### config.mk
export PLATFORM = sky130hd
export DESIGN_NAME = cse_mul
export DESIGN_NICKNAME = d
export VERILOG_FILES = /design/src/design/cse_pkg.sv /design/src/design/cse_mul.sv
export SDC_FILE = /design/constraint.sdc
export NUM_CORES = 2
export LEC_CHECK = 0
export BUFFER_PORTS_ARGS = -buffer_cell sky130_fd_sc_hd__buf_2
export CAP_MARGIN = 20
export CORE_MARGIN = 5
export CORE_UTILIZATION = 57
export DETAILED_ROUTE_END_ITERATION = 7
export GPL_TIMING_DRIVEN = 0
export PLACE_DENSITY = 0.74
export SKIP_LAST_GASP = 1
export SYNTH_ARGS = -nofsm -noshare
export SYNTH_HDL_FRONTEND = slang
export SYNTH_SLANG_ARGS = --single-unit
### constraint.sdc
create_clock -name clk -period 13.5 [get_ports clk]
set_clock_uncertainty 0.05 [all_clocks]
set_input_delay 1.35 -clock clk [delete_from_list [all_inputs] [get_ports clk]]
set_output_delay 1.35 -clock clk [all_outputs]
set_load 0.02 [all_outputs]
### src/design/cse_pkg.sv
`default_nettype none

package cse_pkg;

  // Table size and divider step count.
  localparam int MaxTerms = 16;
  localparam int DivSteps = 63;

  // Result status codes.
  localparam logic [1:0] ST_OK     = 2'd0;
  localparam logic [1:0] ST_DOMAIN = 2'd1;
  localparam logic [1:0] ST_OVF    = 2'd2;

  // Configuration register indexes.
  localparam logic [1:0] CFG_MIN   = 2'd0;
  localparam logic [1:0] CFG_MAX   = 2'd1;
  localparam logic [1:0] CFG_TERMS = 2'd2;

  // Product scaling codes for the shared multiplier.
  localparam logic [1:0] SH_29 = 2'd0;
  localparam logic [1:0] SH_30 = 2'd1;
  localparam logic [1:0] SH_32 = 2'd2;

  typedef struct packed {
    logic       start;
    logic [1:0] sh;
    logic       narrow;
  } mul_req_t;

  typedef struct packed {
    logic               done;
    logic               ovf;
    logic signed [63:0] value;
  } mul_rsp_t;

endpackage

`default_nettype wire

### src/design/cse_mul.sv
`default_nettype none

// Serial signed multiply with truncating scale and range check.
// One 32x32 partial product per cycle until all four are summed, then the sum is scaled and registered.
module cse_mul (
  input  logic               clk,
  input  logic               rst,
  input  cse_pkg::mul_req_t  req,
  input  logic signed [63:0] a,
  input  logic signed [63:0] b,
  output cse_pkg::mul_rsp_t  rsp
);

  logic [63:0]  ua;
  logic [63:0]  ub;
  logic         neg;
  logic [127:0] acc;
  logic [1:0]   cnt;
  logic         busy;
  logic         fin;
  logic [1:0]   sh;
  logic         narrow;

  logic [31:0]  asel;
  logic [31:0]  bsel;
  logic [63:0]  pp;
  logic [127:0] pp_sh;
  logic [127:0] shv;
  logic [127:0] bound;

  // Partial product selection and alignment.
  always_comb begin
    asel = cnt[1] ? ua[63:32] : ua[31:0];
    bsel = cnt[0] ? ub[63:32] : ub[31:0];
    pp = asel * bsel;
    case (cnt)
      2'd0:    pp_sh = {64'd0, pp};
      2'd3:    pp_sh = {pp, 64'd0};
      default: pp_sh = {32'd0, pp, 32'd0};
    endcase
  end

  // Scaling of the finished magnitude and the bound it must stay within.
  always_comb begin
    case (sh)
      cse_pkg::SH_29: shv = acc >> 29;
      cse_pkg::SH_30: shv = acc >> 30;
      default:        shv = acc >> 32;
    endcase
    bound = narrow ? (128'd1 << 47) : (128'd1 << 62);
  end

  // Sequencing of the partial products and the registered result.
  always_ff @(posedge clk) begin
    if (rst) begin
      busy     <= 1'b0;
      fin      <= 1'b0;
      rsp.done <= 1'b0;
    end else begin
      rsp.done <= 1'b0;
      if (req.start) begin
        ua     <= a[63] ? (~a + 64'd1) : a;
        ub     <= b[63] ? (~b + 64'd1) : b;
        neg    <= a[63] ^ b[63];
        acc    <= '0;
        cnt    <= 2'd0;
        busy   <= 1'b1;
        sh     <= req.sh;
        narrow <= req.narrow;
      end else if (busy) begin
        acc <= acc + pp_sh;
        cnt <= cnt + 2'd1;
        if (cnt == 2'd3) begin
          busy <= 1'b0;
          fin  <= 1'b1;
        end
      end else if (fin) begin
        fin       <= 1'b0;
        rsp.done  <= 1'b1;
        rsp.ovf   <= (shv > bound) || (!neg && (shv == bound));
        rsp.value <= neg ? (~shv[63:0] + 64'd1) : shv[63:0];
      end
    end
  end

endmodule

`default_nettype wire

### After elaboration in Yosys (flattened, before gate mapping)

Cells that the tools add are included.
W data, S select, Z words.

| cells by class | value |
|---|---|
| reductions and logical operators | 11 |
| multiply operators | 1 |
| divide/modulo/power cells | 0 |
| mux-type cells | 16 |
| bitwise gates (word level) | 7 |
| $lt $le $gt $ge | 1 |
| equal/unequal tests | 4 |
| $add $sub $neg | 5 |
| shift operators | 0 |

Operators with widths:

| cell | count |
|---|---|
| $pmux W128 S2 | 1 |
| $pmux W99 S2 | 1 |
| $add A64 B1 Y64 const B | 3 |
| $not A64 Y64 | 3 |
| $mux W63 | 3 |
| $add A128 B128 Y128 | 1 |
| $eq A128 B63 Y1 | 1 |
| $gt A128 B63 Y1 | 1 |
| $mux W128 | 1 |
| $mux W66 | 1 |
| $mul A32 B32 Y64 | 1 |
| $mux W32 | 2 |
| $mux W64 | 1 |
| $reduce_and A2 Y1 | 3 |
| $mux W1 | 5 |
| $logic_not A2 Y1 | 2 |
| $reduce_and A4 Y1 | 1 |
| $not A1 Y1 | 3 |
| $reduce_or A3 Y1 | 1 |
| $add A2 B1 Y2 const B | 1 |
| $eq A2 B1 Y1 const B | 1 |
| $eq A2 B2 Y1 const B | 1 |
| $mux W2 | 1 |
| $ne A2 B1 Y1 const B | 1 |
| other kinds (5) | 5 |

| word-level totals | value |
|---|---|
| latch bits | 0 |
| RAM bits | 0 |
| output and inout bits | 66 |
| bits in read-only memories | 0 |
| flip-flop bits (word level) | 330 |
| memories | 0 |
| word-level logic and storage cells | 59 |
| bits of input ports | 134 |

### Longest topological paths before layout

| depth | value |
|---|---|
| depth after elaboration | 6 |
| depth in mapped cells | 47 |
| depth with buffers taken out | 42 |

### Least setup slack after synthesis

OpenSTA, ideal clock, no wires.

| timing | value |
|---|---|
| kind | flip-flop to flip-flop |
| start | register cnt[0] |
| end | register acc[114] (data pin) |
| arrival | 11.405 ns |
| slack | 1.779 ns |
| cell stages (with the launch flop) | 45 |
| path buffers | 5 |
| clock period less this slack | 11.721 ns |
| library setup time | 0.266 ns |
| cell sequence | edfxtp_1 -> clkbuf_1 -> buf_1 -> mux2i_1 -> clkbuf_1 -> nor2_1 -> fa_1 -> fa_1 -> fa_1 -> inv_1 -> fa_1 -> inv_1 -> fa_1 -> inv_1 -> fa_1 -> inv_1 -> fa_1 -> inv_1 -> [... 9 more ...] -> or4_1 -> a21oi_1 -> a311o_1 -> xor2_1 -> a31o_2 -> ha_1 -> clkbuf_1 -> nand4_1 -> or3_1 -> nor2_1 -> and2_1 -> a22oi_1 -> a41o_1 -> o21a_1 -> o41ai_1 -> a221oi_1 -> xnor2_1 -> nor2_1 |

| between the ends | value |
|---|---|
| word-level cells in the longest chain between the ends | 5 |
| elaborated cells between the ends (all ways) | 7 |
| those cells by class | add/sub (1); mul (1); eq/ne (1); mux (3); reduce/logical (1) |

RTL lines:

| what | RTL line | RTL |
|---|---|---|
| start, declared | cse_mul.sv:18 | `logic [1:0] cnt;` |
| start signal, assigned | cse_mul.sv:72 | `cnt <= cnt + 2'd1;` |
| $mux W32 | cse_mul.sv:34 | `bsel = cnt[0] ? ub[63:32] : ub[31:0];` |
| $mul A32 B32 Y64 | cse_mul.sv:35 | `pp = asel * bsel;` |
| $pmux W128 S2 * | cse_mul.sv:36 | `case (cnt)` |
| $add A128 B128 Y128 * | cse_mul.sv:71 | `acc <= acc + pp_sh;` |
| $mux W128 * | cse_mul.sv:70 | `end else if (busy) begin` |
| end signal, assigned | cse_mul.sv:71 |  |
| end, declared | cse_mul.sv:17 | `logic [127:0] acc;` |

Every way passes the cells marked *; elsewhere a longest branch is shown, timed or not. The select of a mux whose other input is x is not followed.
A chain may end at the register's enable or synchronous reset.

### Worst setup path in the final report

| timing | value |
|---|---|
| start | register cnt[0] |
| end | register acc[101] (data pin) |

The elaborated chain is that of the path after synthesis.

==> run metrics <==
status=finished with violations; failing checks=DRC; Worst setup SP type=flop; gr ovfl total=0; relative slew slack=17.0%; io pins=200; post-DP HPWL=188000 um; Hold Buf Count CTS=0; final routed DRC violation total=3; CTS tree=done; final core occ=63.6%; Worst Path Required=13.83 ns; Ys Warns=0; gpl congestion=approximately 1.0; H-tree Lvls=2; DR vias=52400; pin count of the biggest net entering global routing=87; DR pass1 iterations=8; # nets final=between 8000 and 9000; area of the core=102000 sq um; later-pin clock latency in the skew report=0.65 ns; Row Count=117; final setup fails=0; Max Transition Viols Final=0; antenna-violating nets left=0; Syn Nets=8116; worst slew pin tran=1.23 ns; Worst path slowest cell=fa_1; fin crit share=98.9%; EDFF count, synth=327; initial core utilization=between 50% and 60%; Arr. time, crit path=between 10 and 15 ns; asr flop ratio synth=0%; Critical Path Max Stage Delay=0.68 ns; total clock sinks=330; initial antenna violation count=18; max cap viols=0; Avg WL per Cell=26.8 um; CTS clock-pin slew for the worst setup and hold paths=about 0.05 ns; cell count after synthesis=6681; placed inst area=62000 sq um; Fin. Hold Viols=0; Via density=between 6 and 7; Area Growth Syn to Fin=10.5%; Tot GR Track Use=between 40 and 50%; fin crit period=13.36 ns; Cell Area, Synth=approximately 59000 sq um; Die ar.=about 110000 sq um; worst-path maximum fanout=10; Post-synth top flop=edfxtp_1; sequential area share after synthesis=between 10% and 20%; post-synth cell types=78; Hold Crit Class=flop to flop; Crit. End Element=flop; first-pass GRT wire length=329000 um; WS Path Type=flop to flop; die height=roughly 330 um; Root Buffer=clkbuf_16; vias in the first global route=51200; Synth Area per Inst=8.80 sq um; design area=~65000 sq um; Initial DRC Count=6372; Die X-Extent=331 um; RSZ-0062 raised after global routing=yes; Synth Register Bits=330; clock tree buffer depth=3; IO Port Bufs=197; Max Fclk=0.0749 GHz; most used cell, CP=fa_1; share of cells above drive strength 1=9.86%; Post-Route WL=225000 um; total CTS buffers=43
==> kinds of logic after synthesis <==
group | Yosys count | share of synthesized area [%]
xor+xnor | 360 | 5.36
mux | 198 | 3.52
flops | 330 | 16.8
fa+ha+maj | 1301 | 39.2
simple gates | 2161 | 15.8
compound gates | 1005 | 10.8
buf+inv | 1326 | 8.52
==> worst max-delay path, delay by kind of cell (launching register included) <==
| kind | cells | cell delay [ns] |
|---|---|---|
| muxes | 2 | 0.75 |
| DFF | 1 | 0.31 |
| and+or+nand+nor | 6 | 1.20 |
| AOI/OAI and AO/OA | 11 | 3.22 |
| adders and majority gates | 10 | 4.90 |
| xor gates and xnor gates | 1 | 0.28 |
| buffers and inverters | 13 | 2.37 |
==> per-stage QoR <==
step / hold WS, ns / instances / worst slack, ns / TNS [ns]
2_1_floorplan: 0.370 / 6681 / 1.78 / 0
3_3_place_gp: 0.384 / 8246 / -3.59 / -163.13
3_5_place_dp: 0.423 / 8282 / -2.62 / -127.52
4_1_cts: 0.429 / 8364 / -0.115 / -0.115
5_1_grt: 0.448 / 8390 / -0.0603 / -0.200
6_report: 0.426 / 8396 / 0.142 / 0
==> path summary, 6_finish.rpt <==
| path | endpoint | slack (ns) | from | cells past startpoint |
|---|---|---|---|---|
| setup / recovery | acc[101]$_SDFFCE_PP0P_ | 0.14 | cnt[0]$_SDFFCE_PP0P_ | 43 |
| hold / removal | rsp[65]$_SDFF_PP0_ | 0.43 | busy$_SDFF_PP0_ | 1 |
| setup reg to reg | acc[101]$_SDFFCE_PP0P_ | 0.14 | cnt[0]$_SDFFCE_PP0P_ | 43 |
| hold reg to reg | rsp[65]$_SDFF_PP0_ | 0.43 | busy$_SDFF_PP0_ | 1 |
==> area by class of cell <==
type / count / area [sq um]
Buffer: 322 / 1530
Clock inverter: 26 / 304
Antenna cell: 11 / 27.5
Sequential cell: 330 / 9880
Multi-Input combinational cell: 5025 / 44800
Inverter: 989 / 3720
Timing Repair Buffer: 271 / 1830
Tap cell: 1368 / 1710
Fill cell: 8857 / 37100
Clock buffer: 54 / 1150
==> synth_stat cells, drive strengths merged (11+ instances only) <==
master	n	share of area, %
nand4	111	1.2
mux2i	127	2.2
and2	67	0.71
nand2	741	4.7
nor2	926	5.9
a22o	43	0.64
a31oi	22	0.23
o41ai	24	0.38
nand2b	27	0.29
o211ai	18	0.23
mux2	71	1.4
fa	897	31
o21bai	41	0.52
or3	38	0.43
a21oi	312	2.7
o21ai	248	2.1
edfxtp	327	17
a211oi	20	0.26
nor3	65	0.56
o21a	34	0.43
nor4	23	0.27
ha	404	8.6
o31ai	65	0.86
clkbuf	304	1.9
o22ai	14	0.15
nor2b	28	0.30
or4	23	0.31
or2	20	0.21
a21boi	11	0.14
and3	12	0.13
buf	33	0.26
a21o	80	1.0
inv	989	6.3
xor2	110	1.6
nand3	59	0.50
xnor2	250	3.7
==> cells in the final DEF, fill, tap and decap left out, types with 20 or more instances in the layout <==
cell type and count:
buf_2 220, clkbuf_4 39, o21ai_0 228, xnor2_1 243, o21bai_1 40, clkbuf_16 43, ha_1 401, nor2b_1 26
o41ai_1 21, or4_1 20, nand2_1 740, nor2_1 924, mux2_2 61, o21a_1 34, inv_1 988, fa_1 897
and2_1 67, or3_1 35, buf_4 50, mux2i_4 31, nand2b_1 27, o31ai_1 60, a22o_1 40, xor2_1 104
nand4_1 111, mux2i_1 82, a21o_1 80, nor3_1 62, a21oi_1 309, clkbuf_2 58, edfxtp_1 327, a31oi_1 20
clkbuf_1 183, or2_2 20, nand3_1 59
==> layer usage <==
metal | vias up | part of all wire, % | global-route usage, %
met5 | - | 0.042 | 0
met3 | 671 | 14 | 14.2
met4 | 12 | 5.5 | 18.2
met1 | 26000 | 39 | 56.8
li1 | 22400 | - | -
met2 | 3331 | 41 | 57.9
==> flip-flops by register name (all words and copies together) (netlist names) <==
register  cells
ua           64
busy          1
rsp          66
fin           1
narrow        1
neg           1
ub           64
sh            2
acc         128
cnt           2
==> timing repair <==
action | 4_1_cts | 5_1_grt
pin swaps | 1 | 5
setup buffers | 8 | 27
gates resized for setup | 228 | 167
setup endpoints to repair | 88 | 56
Power is not shown: default switching activity piles up to over one toggle a cycle in this logic, so the estimate is an artifact.
